==> src/rtl/dpr_pkg.sv <==
`timescale 1ns / 1ps
`default_nettype none
// ----------------------------------------------------------------------------
// Directory path resolver package
// Shared item types, table row layout, character codes and sequencer states.
// ----------------------------------------------------------------------------
package dpr_pkg;

    localparam int ENTRY_BYTES = 16;
    localparam int NAME_CHARS  = 15;
    localparam int LEN_W       = 4;

    localparam logic [7:0] ROOT_DIR   = 8'hFF;
    localparam logic [7:0] SLASH_CHAR = 8'h2F;
    localparam logic [7:0] DOT_CHAR   = 8'h2E;
    localparam logic [7:0] END_CHAR   = 8'h00;

    localparam logic ACT_WRITE = 1'b0;
    localparam logic ACT_PATH  = 1'b1;

    // byte 0 is the parent index, bytes 1..15 the name
    typedef logic [ENTRY_BYTES-1:0][7:0] t_row;
    typedef logic [NAME_CHARS-1:0][7:0]  t_name;

    typedef struct packed {
        logic       action;
        logic [8:0] table_addr;
        logic [7:0] data_byte;
        logic       path_start;
        logic [7:0] start_dir;
    } t_in_item;

    typedef struct packed {
        logic       found;
        logic [7:0] dir_index;
    } t_out_item;

    typedef enum logic [2:0] {
        S_IDLE,
        S_SCAN,
        S_PAR_RD,
        S_PAR_LD,
        S_EMIT
    } t_state;

endpackage
`default_nettype wire

==> src/rtl/dpr_entry_match.sv <==
`timescale 1ns / 1ps
`default_nettype none
// ----------------------------------------------------------------------------
// Entry comparator
// Checks one table row against the current directory and collected component.
// ----------------------------------------------------------------------------
module dpr_entry_match (
    input  wire dpr_pkg::t_row             i_row,
    input  wire dpr_pkg::t_name            i_name,
    input  wire logic [dpr_pkg::LEN_W-1:0] i_len,
    input  wire logic [7:0]                i_cur_dir,
    output logic                           o_hit
);

    logic w_ok;

    // chars below len must match; entry must end right at len unless full
    always_comb begin
        w_ok = 1'b1;
        for (int i = 0; i < dpr_pkg::NAME_CHARS; i++) begin
            if (dpr_pkg::LEN_W'(i) < i_len) begin
                if (i_row[i+1] != i_name[i]) begin
                    w_ok = 1'b0;
                end
            end else if (dpr_pkg::LEN_W'(i) == i_len) begin
                if (i_row[i+1] != dpr_pkg::END_CHAR) begin
                    w_ok = 1'b0;
                end
            end
        end
    end

    assign o_hit = w_ok && (i_len != '0) && (i_row[0] == i_cur_dir);

endmodule
`default_nettype wire

==> config.mk <==
export PLATFORM = sky130hd
export DESIGN_NAME = dpr_entry_match
export DESIGN_NICKNAME = d
export VERILOG_FILES = /design/src/rtl/dpr_pkg.sv /design/src/rtl/dpr_entry_match.sv
export SDC_FILE = /design/constraint.sdc
export NUM_CORES = 1
export LEC_CHECK = 0
export CAP_MARGIN = 10
export CORE_AREA = 2 2 100 102
export DETAILED_ROUTE_END_ITERATION = 8
export DIE_AREA = 0 0 102 104
export DONT_BUFFER_PORTS = 1
export MAX_ROUTING_LAYER = met4
export SYNTH_ARGS = -nofsm -noshare
export SYNTH_HDL_FRONTEND = slang
export SYNTH_SLANG_ARGS = --single-unit
==> constraint.sdc <==
create_clock -name vclk -period 4.43
set_clock_uncertainty 0.15 [all_clocks]
set_input_delay 0.6645 -clock vclk [all_inputs]
set_output_delay 0.6645 -clock vclk [all_outputs]
set_load 0.02 [all_outputs]
Word-level counts from Yosys, hierarchy flattened
Index checks and enable logic that the tools add are counted.
{"block": "word_totals", "regBits": 0, "input_bits": 260, "output_inout_bits": 1, "word_cells": 124}
{"block": "classes", "n_lt_le_gt_ge": 15, "eq_ne": 30, "mux": 60, "reduce_logical": 19}
{"operator": "$ne 8x8->1", "n": 15}
{"operator": "$reduce_bool 8->1", "n": 15}
{"operator": "$mux 1", "n": 60}
{"operator": "$eq 4x4->1 const A", "n": 7}
{"operator": "$lt 4x4->1 const A", "n": 7}
{"operator": "$eq 3x4->1 const A", "n": 4}
{"operator": "$lt 3x4->1 const A", "n": 4}
{"operator": "$eq 2x4->1 const A", "n": 2}
{"operator": "$eq 8x8->1", "n": 1}
{"operator": "$lt 1x4->1 const A", "n": 2}
{"operator": "$lt 2x4->1 const A", "n": 2}
{"operator": "$eq 1x4->1 const A", "n": 1}
{"operator": "$logic_not 4->1", "n": 1}
{"operator": "$reduce_bool 4->1", "n": 1}
{"operator": "$logic_and 1x1->1", "n": 2}

Logic depth before layout (Yosys ltp)
Gate-level depths: netlist of the first run.
{"block": "depth", "ltp_word": 48, "ltp_mapped": 7, "depth_no_buf": 6}

Least setup slack after synthesis of the first run
No wires, ideal clock.
{"block": "synth_path", "path_kind": "input -> output", "start": "in i_row[32] in the netlist's numbering", "end": "out o_hit", "arrival_ns": 2.040, "required_time_ns": 3.615, "setup_slack_ns": 1.576, "cell_stages": 6, "path_buffers": 0, "cell_sequence": "or4_4 nor3_2 o2111ai_1 a22oi_1 nand4_1 and4b_1"}
{"block": "synth_via", "elab_chain_len": 39, "word_cells_on_any_way": 52, "classes_between": "eq/ne: 1; mux: 48; reduce/logical: 3"}
{"item": "from (decl)", "line_no": "dpr_entry_match.sv:8", "source": "input wire dpr_pkg::t_row i_row,"}
{"item": "$reduce_bool 8->1", "line_no": "dpr_entry_match.sv:26", "source": "if (i_row[i+1] != dpr_pkg::END_CHAR) begin"}
{"item": "$mux 1", "line_no": "dpr_entry_match.sv:26"}
{"item": "$mux 1", "line_no": "dpr_entry_match.sv:25", "source": "end else if (dpr_pkg::LEN_W'(i) == i_len) begin"}
{"item": "$mux 1 *", "line_no": "dpr_entry_match.sv:21", "source": "if (dpr_pkg::LEN_W'(i) < i_len) begin"}
{"item": "$mux 1", "line_no": "dpr_entry_match.sv:26"}
{"item": "$mux 1", "line_no": "dpr_entry_match.sv:25"}
{"item": "$mux 1 *", "line_no": "dpr_entry_match.sv:21"}
{"item": "$mux 1", "line_no": "dpr_entry_match.sv:26"}
{"item": "[... 22 more ...]"}
{"item": "$mux 1 *", "line_no": "dpr_entry_match.sv:21"}
{"item": "$mux 1", "line_no": "dpr_entry_match.sv:26"}
{"item": "$mux 1", "line_no": "dpr_entry_match.sv:25"}
{"item": "$mux 1 *", "line_no": "dpr_entry_match.sv:21"}
{"item": "$mux 1", "line_no": "dpr_entry_match.sv:26"}
{"item": "$mux 1", "line_no": "dpr_entry_match.sv:25"}
{"item": "$mux 1 *", "line_no": "dpr_entry_match.sv:21"}
{"item": "$logic_and 1x1->1 * (2 in series)", "line_no": "dpr_entry_match.sv:33", "source": "assign o_hit = w_ok && (i_len != '0) && (i_row[0] == i_cur_dir);"}
{"item": "to (decl)", "line_no": "dpr_entry_match.sv:12", "source": "output logic o_hit"}
Every way passes the cells marked *; elsewhere a longest branch is shown, timed or not.

Worst setup path after layout of the first run
{"block": "layout_path", "start": "in i_name[11] in the netlist's numbering", "end": "out o_hit"}
{"block": "layout_via", "elab_chain_len": 44, "word_cells_on_any_way": 57, "classes_between": "eq/ne: 1; mux: 54; reduce/logical: 2"}
{"item": "from (decl)", "line_no": "dpr_entry_match.sv:9", "source": "input wire dpr_pkg::t_name i_name,"}
{"item": "$ne 8x8->1 *", "line_no": "dpr_entry_match.sv:22", "source": "if (i_row[i+1] != i_name[i]) begin"}
{"item": "$mux 1 *", "line_no": "dpr_entry_match.sv:22"}
{"item": "$mux 1 *", "line_no": "dpr_entry_match.sv:21"}
{"item": "$mux 1", "line_no": "dpr_entry_match.sv:26"}
{"item": "$mux 1", "line_no": "dpr_entry_match.sv:25"}
{"item": "$mux 1 *", "line_no": "dpr_entry_match.sv:21"}
{"item": "$mux 1", "line_no": "dpr_entry_match.sv:26"}
{"item": "$mux 1", "line_no": "dpr_entry_match.sv:25"}
{"item": "[... 27 more ...]"}
{"item": "$mux 1 *", "line_no": "dpr_entry_match.sv:21"}
{"item": "$mux 1", "line_no": "dpr_entry_match.sv:26"}
{"item": "$mux 1", "line_no": "dpr_entry_match.sv:25"}
{"item": "$mux 1 *", "line_no": "dpr_entry_match.sv:21"}
{"item": "$mux 1", "line_no": "dpr_entry_match.sv:26"}
{"item": "$mux 1", "line_no": "dpr_entry_match.sv:25"}
{"item": "$mux 1 *", "line_no": "dpr_entry_match.sv:21"}
{"item": "$logic_and 1x1->1 * (2 in series)", "line_no": "dpr_entry_match.sv:33"}
Marks and branches as above.

==> metrics.md, run 1 <==
| Metric | Value |
|---|---|
| Run status | completed |
| DRT Pass-1 Iters | 4 |
| Cell variety after synth | 31 |
| Crit Path Max Fanout | 2 |
| Syn Inst Count | 262 |
| Static Leak | 0.546 nW |
| Pint | 0.0842 mW |
| Post-CTS Hold Buffers | 0 |
| Crit path max-delay cell type | nor4_1 |
| Chip width | 102 um |
| First-pass GRT wire length | 11100 um |
| Area contributors post-synth | xnor2_1, xor2_1, nor4_1 |
| Synth top area share | 0.301 |
| Sequential cells | 0 |
| Share of layout cells above drive strength 1 | 0.0155 |
| Cell Area, Synth | 1950 um2 |
| Commonest cells after routing, fill and taps aside | xnor2_1, xor2_1, nor4_1 |
| Slew Limit Headroom | 0.583 |
| Arr. time, crit path | 2420 ps |
| Pin count of the biggest net entering global routing | 17 |
| CP max stage delay | 570 ps |
| Final TNS setup | 0 ps |
| Avg Inst Size Synth | 7.45 um2 |
| Syn-to-layout area delta | 6.22% |
| Die area | 10600 um2 |
| DP Wirelength | 7070 um |
| DR WL/cell | 20.0 um |
| Final GP Congestion | 0.901 |
| Crit start category | input pin |
| Gate power share | 1.000 |
| Starting density of the core | 0.204 |
| Largest area contributor in the netlist | xnor2_1 |
| Final setup fails | 0 |
| List of cells traversed by the critical path | xor2_1, nor4_1, a21oi_1, nor3_1, nand4_1, and4b_1 |
| Fillers | 1085 |
| RSZ-0062 raised after global routing | no |
| Final ANT Viol Nets | 0 |
| Worst min path class | input pin to output port |
| Area of the multi-input gates | 1900 um2 |
| Core Rows | 36 |
| DIE HEIGHT | 104 um |
| Min Tclk post-route | 3240 ps |
| Critical path type | input pin to output port |
| Clock power frac | 0 |
| Final WL | 7800 um |
| Post-CTS Setup Repair Bufs | 0 |
| Ports | 261 |
| Hold Fails Final Rpt | 0 |
| Total number of vias | 2060 |
| Met1 usage | 0.151 |
| CLK BUF | 0 |
| Synth Net Count | 522 |
| GRT busiest layer | met2 |
| Register share of total power | 0 |
| Final nets | 520 |
| Max Cap Viol | 0 |
| Starting DRC count in detailed routing | 69 |
| DR vias/cell | 5.27 |
| Fin crit share | 0.730 |
| Hold EP | o_hit |
| Seq. cell area | 0 um2 |
| Drt drc | 0 |
| Antenna cells | 0 |
| CP endpoint kind | output port |
| Worst Tran Pin Value | 620 ps |
| Pwr/cell area | 68.0 nW/um2 |
| Sw Ratio | 0.403 |
| Initial antenna violation count | 0 |
| P_sw | 0.0568 mW |
| Fin. max-slew vios | 0 |
| Number of port buffers | 0 |
| Worst EP required | 3620 ps |
| Hold path start | i_len[3] |
| Post-placement cell area | 2070 um2 |
| Post-CTS sizing | 0 |
| Gr usage total | 0.136 |
| Post-Layout Inst Area | 2070 um2 |
| Power Total | 0.141 mW |
| Vias in the first global route | 2262 |
| Sequential fraction of the synthesis area | 0 |
| Ys Warns | 0 |
| Total gr overflow | 0 |
| WHS Path Cells | 2 |
| Core region area | 9550 um2 |
| Met2 usage | 0.258 |
| Worst vdd ir | 15.9 uV |
| Max Freq | 309 MHz |
| Commonest non-fill, non-tap cell in the layout | xnor2_1 |
| Met3 GRT Util | 0.0228 |
[worst max path at each step]
| stage | end | from | slack, ps |
|---|---|---|---|
| finish | o_hit | i_name[11] | 1190 |
| global route | o_hit | i_name[11] | 1070 |
| CTS | o_hit | i_name[14] | 1150 |
| detailed placement | o_hit | i_name[14] | 1160 |
| global placement | o_hit | i_name[14] | 1170 |
| floorplan | o_hit | i_row[32] | 1580 |
[kinds of logic (layout without fill, tap and decap cells)]
group / count (synthesis) / count (layout) / share of synthesized area
compound gates: 33 / 33 / 0.110
xor+xnor: 128 / 128 / 0.574
buf+inv: 5 / 1 / 0.0250
simple gates: 96 / 96 / 0.290
[synth_stat cells, drive strengths merged]
cell type / instances
a21o: 1
a31o: 1
and4b: 1
o31a: 1
a211oi: 3
clkbuf: 4
a2111oi: 1
xor2: 61
or2: 1
inv: 1
a21oi: 12
or4: 4
o21ai: 3
o2111ai: 2
xnor2: 67
nor3: 7
a31oi: 1
nand3: 6
o22ai: 2
nor4: 38
nand4: 19
o21a: 1
a22oi: 1
nor2: 11
nand2: 9
o41ai: 2
o31ai: 2
[critical path, delay by kind of cell]
family	cells	cell delay, ps
AOI/OAI and AO/OA	1	160
xor gates and xnor gates	1	140
and+or+nand+nor	4	1450
[metal layers]
| layer | routed length [um] | vias to the layer above |
|---|---|---|
| met5 | 0 | - |
| met4 | 38 | 0 |
| met3 | 616 | 4 |
| met2 | 4110 | 132 |
| met1 | 3040 | 954 |
| li1 | - | 970 |
[per-stage QoR]
stage                     std cells  setup slack (ps)   util  hold WS (ps)
after global placement          391              1170  0.217          1490
after CTS                       391              1150  0.217          1500
after global routing            391              1070  0.217          1540
after detailed placement        391              1160  0.217          1500
final                           391              1190  0.217          1490
after floorplan                 262              1580      -          1560
[layout make-up]
cell class                 count  share of cell area
multi-input combinational    257               0.918
tap                          133              0.0803
inverter                       1             0.00181
[power by group through the flow]
stage	clock [mW]	sequential [mW]	combinational [mW]
floorplan	0	0	0.127
global placement	0	0	0.139
detailed placement	0	0	0.142
CTS	0	0	0.143
global route	0	0	0.159
finish	0	0	0.141
No activity file was read; power rests on OpenSTA's default activity.
==> inputs of run 2 (changes only) <==
==> constraint.sdc (replaced) <==
create_clock -name vclk -period 2.7
set_clock_uncertainty 0.15 [all_clocks]
set_input_delay 0.405 -clock vclk [all_inputs]
set_output_delay 0.405 -clock vclk [all_outputs]
set_load 0.02 [all_outputs]
==> run 2 against run 1 <==
Compared with the run above:
- sequential share of layout area unchanged
- core utilization increased by 0.31 points
- via count increased by 0.63%
- sequential cell count unchanged
- global-route usage decreased by 0.13 points
- critical endpoint unchanged
==> metrics.md, run 2 (synthesized netlist as in run 1, its figures left out) <==
| Metric | Value |
|---|---|
| Worst vdd ir | 25.4 uV |
| Number of port buffers | 0 |
| Worst EP required | 2140 ps |
| Commonest cells after routing, fill and taps aside | xnor2_1, xor2_1, nor4_1 |
| Final WL | 7870 um |
| Gr usage total | 0.134 |
| Core Rows | 36 |
| DRT Pass-1 Iters | 4 |
| List of cells traversed by the critical path | xor2_1, nor4_1, nand4_1, a31o_1, o41ai_1, and4b_1, buf_4 |
| Post-CTS Setup Repair Bufs | 0 |
| Die area | 10600 um2 |
| Max Cap Viol | 0 |
| Slew Limit Headroom | 0.582 |
| DR vias/cell | 5.25 |
| Final TNS setup | 0 ps |
| CP endpoint kind | output port |
| Layout Utilization | 0.220 |
| Family with the most delay on the worst path | simple AND/OR/NAND/NOR gates |
| Power Total | 0.234 mW |
| Hold EP | o_hit |
| Worst path bufs/invs | 1 |
| WHS Path Cells | 3 |
| Core region area | 9550 um2 |
| DP Wirelength | 7090 um |
| Syn-to-layout area delta | 7.76% |
| Final hold slack | 1050 ps |
| Crit start category | input pin |
| Initial antenna violation count | 0 |
| CLK BUF | 0 |
| Seq. cell area | 0 um2 |
| Worst min path class | input pin to output port |
| Ports | 261 |
| Post-CTS sizing | 0 |
| Worst Tran Pin Value | 611 ps |
| Critical path type | input pin to output port |
| Static Leak | 0.567 nW |
| RSZ-0062 raised after global routing | no |
| Chip width | 102 um |
| First-pass GRT wire length | 10900 um |
| Post-CTS Hold Buffers | 0 |
| Arr. time, crit path | 1980 ps |
| Drt drc | 0 |
| Final ANT Viol Nets | 0 |
| DR WL/cell | 19.9 um |
| Total number of vias | 2073 |
| Crit path launch | i_row[68] |
| Commonest non-fill, non-tap cell in the layout | xnor2_1 |
| Post-placement cell area | 2100 um2 |
| Vias in the first global route | 2255 |
| Fin. max-slew vios | 0 |
| Starting DRC count in detailed routing | 80 |
| Sequential cells | 0 |
| Hold path start | i_len[3] |
| Final setup fails | 0 |
| DIE HEIGHT | 104 um |
| Share of layout cells above drive strength 1 | 0.0305 |
| Pin count of the biggest net entering global routing | 17 |
| Min Tclk post-route | 2530 ps |
| Final GP Congestion | 0.904 |
| Hold Fails Final Rpt | 0 |
| Fin crit share | 0.937 |
| Starting density of the core | 0.204 |
| Crit Path Max Fanout | 2 |
| Post-Layout Inst Area | 2100 um2 |
| Max Freq | 395 MHz |
| Total gr overflow | 0 |
| Crit path max-delay cell type | o41ai_1 |
| Pwr/cell area | 111 nW/um2 |
| CP max stage delay | 330 ps |
| Final nets | 524 |
| Antenna cells | 0 |
| Run status | completed |
[run 2: where the power goes]
part	switching [mW]	leakage [nW]	internal, mW
Combinational	0.0936	0.567	0.140
Clock	0	0	0
Sequential	0	0	0
Total	0.0936	0.567	0.140
[run 2: layer usage]
| layer | track usage | share of wire | routed length [um] | vias up |
|---|---|---|---|---|
| li1 | - | - | - | 981 |
| met1 | 0.158 | 0.40 | 3160 | 962 |
| met2 | 0.254 | 0.52 | 4100 | 128 |
| met3 | 0.0134 | 0.074 | 582 | 2 |
| met4 | 0.00762 | 0.0037 | 29 | 0 |
| met5 | - | 0 | 0 | - |
[run 2: how the worst max path moves through the flow]
stage                     cells after the start     to  slack (ps)
after global routing                          7  o_hit           7
after detailed placement                      7  o_hit         130
after global placement                        7  o_hit         180
after CTS                                     7  o_hit         110
final                                         7  o_hit         170
after floorplan                               6  o_hit         360
[run 2: per-stage QoR]
stage,setup WS (ps),instances
2_1_floorplan,365,262
3_3_place_gp,176,395
3_5_place_dp,128,395
4_1_cts,109,395
5_1_grt,7.07,395
6_report,169,395
[run 2: area by class of cell]
| class | count | area [um2] |
|---|---|---|
| fillers | 1102 | 7450 |
| multi-input cells | 257 | 1900 |
| well taps | 133 | 166 |
| repair buffers | 4 | 30.0 |
| inverters | 1 | 3.75 |
==> inputs of run 3 (changes only) <==
--- a/config.mk
+++ b/config.mk
@@ -10,7 +10,9 @@
 export DETAILED_ROUTE_END_ITERATION = 8
 export DIE_AREA = 0 0 102 104
 export DONT_BUFFER_PORTS = 1
+export GPL_TIMING_DRIVEN = 0
 export MAX_ROUTING_LAYER = met4
+export RECOVER_POWER = 50
 export SYNTH_ARGS = -nofsm -noshare
 export SYNTH_HDL_FRONTEND = slang
 export SYNTH_SLANG_ARGS = --single-unit
==> run 3 against run 2 <==
Compared with the run above:
- non-clock buffer count unchanged
- via count decreased by 1.1%
- total power increased by 6.5%
- worst hold slack improved by 98 ps
- cell count unchanged
- core utilization increased by 0.26 points
- wire length decreased by 0.38%
- sequential cell count unchanged
- clock-buffer cell count unchanged
- die area unchanged
- first-iteration DRC count decreased by 23%
- combinational power increased by 6%
==> metrics.md, run 3 (synthesized netlist as in run 1, its figures left out) <==
| Metric | Value |
|---|---|
| Run status | completed |
| RSZ-0062 raised after global routing | no |
| Crit Path Max Fanout | 2 |
| CP endpoint kind | output port |
| Worst vdd ir | 29.2 uV |
| Inst Count DP | 395 |
| Arr. time, crit path | 2000 ps |
| Final ANT Viol Nets | 0 |
| Antenna cells | 0 |
| Seq. cell area | 0 um2 |
| Max Cap Viol | 0 |
| Worst EP required | 2140 ps |
| CLK BUF | 0 |
| First-pass GRT wire length | 11100 um |
| Hold Fails Final Rpt | 0 |
| Worst min path class | input pin to output port |
| DR WL/cell | 19.9 um |
| Crit path launch | i_row[70] |
| GRT busiest layer | met2 |
| Family with the most delay on the worst path | simple AND/OR/NAND/NOR gates |
| Crit start category | input pin |
| Met1 usage | 0.163 |
| Met3 GRT Util | 0.00941 |
| Max Freq | 391 MHz |
| Vias in the first global route | 2295 |
| Fin crit share | 0.947 |
| CP max stage delay | 360 ps |
| Static Leak | 0.574 nW |
| DRT Pass-1 Iters | 3 |
| Commonest cells after routing, fill and taps aside | xnor2_1, xor2_1, nor4_1 |
| Post-Layout Inst Area | 2130 um2 |
| Final TNS setup | 0 ps |
| Gr usage total | 0.135 |
| DR vias/cell | 5.19 |
| Final Non-Filler Cells | 395 |
| Post-CTS Hold Buffers | 0 |
| Pin count of the biggest net entering global routing | 11 |
| Critical Path Stages | 6 |
| Post-CTS Setup Repair Bufs | 0 |
| Initial antenna violation count | 0 |
| List of cells traversed by the critical path | xor2_1, nor3_1, nand4_1, a31o_1, o41ai_2, and4b_2 |
| Worst path bufs/invs | 0 |
| DIE HEIGHT | 104 um |
| Commonest non-fill, non-tap cell in the layout | xnor2_1 |
| Core region area | 9550 um2 |
| Core Rows | 36 |
| Post-placement cell area | 2120 um2 |
| Worst Tran Pin Value | 594 ps |
| Total gr overflow | 0 |
| Total number of vias | 2050 |
| Share of layout cells above drive strength 1 | 0.0382 |
| Layout Utilization | 0.223 |
| Starting density of the core | 0.204 |
| Number of port buffers | 0 |
| Met2 usage | 0.253 |
| Min Tclk post-route | 2560 ps |
| Syn-to-layout area delta | 9.04% |
| Drt drc | 0 |
| Pwr/cell area | 117 nW/um2 |
| Final GP Congestion | 0.913 |
| Critical path type | input pin to output port |
| Final WL | 7840 um |
| Ports | 261 |
| Sequential cells | 0 |
| Final setup fails | 0 |
| Chip width | 102 um |
| Die area | 10600 um2 |
| Slew Limit Headroom | 0.601 |
| DP Wirelength | 7320 um |
| Crit path to | o_hit |
| Crit path max-delay cell type | and4b_2 |
| Fin. max-slew vios | 0 |
| Starting DRC count in detailed routing | 62 |
| Final nets | 524 |
## run 3: layer usage
layer	vias up	part of all wire
met4	0	0.0064
met2	123	0.51
li1	979	-
met5	-	0
met3	4	0.068
met1	944	0.41
## run 3: worst min path at each step
stage	end	start	depth (start not counted)
6_report	o_hit	i_len[3]	3
5_1_grt	o_hit	i_len[3]	3
3_3_place_gp	o_hit	i_len[3]	3
4_1_cts	o_hit	i_len[3]	3
2_1_floorplan	o_hit	i_len[1]	3
3_5_place_dp	o_hit	i_len[3]	3
## run 3: timing repair
item	in CTS	in global routing
setup endpoints to repair	1	1
pin swaps	0	3
gates resized for setup	1	3
## run 3: layout make-up
cell class	instances	area, um2
buffer	4	46.3
fill	1083	7420
inverter	1	3.75
multi-input combinational	257	1910
tap	133	166
## run 3: metrics by stage
stage / hold WS (ps) / setup WS [ps] / power, mW
CTS: 1180 / 6.45 / 0.253
global route: 1160 / 37.8 / 0.281
floorplan: 1040 / 365 / 0.209
global placement: 1170 / -7.54 / 0.246
finish: 1150 / 144 / 0.249
detailed placement: 1170 / -21.9 / 0.251
## run 3: report_power, final
group          total [mW]  switching [mW]  internal (mW)  leakage [nW]
Sequential              0               0              0             0
Combinational       0.249           0.105          0.144         0.574
Clock                   0               0              0             0
Total               0.249           0.105          0.144         0.574
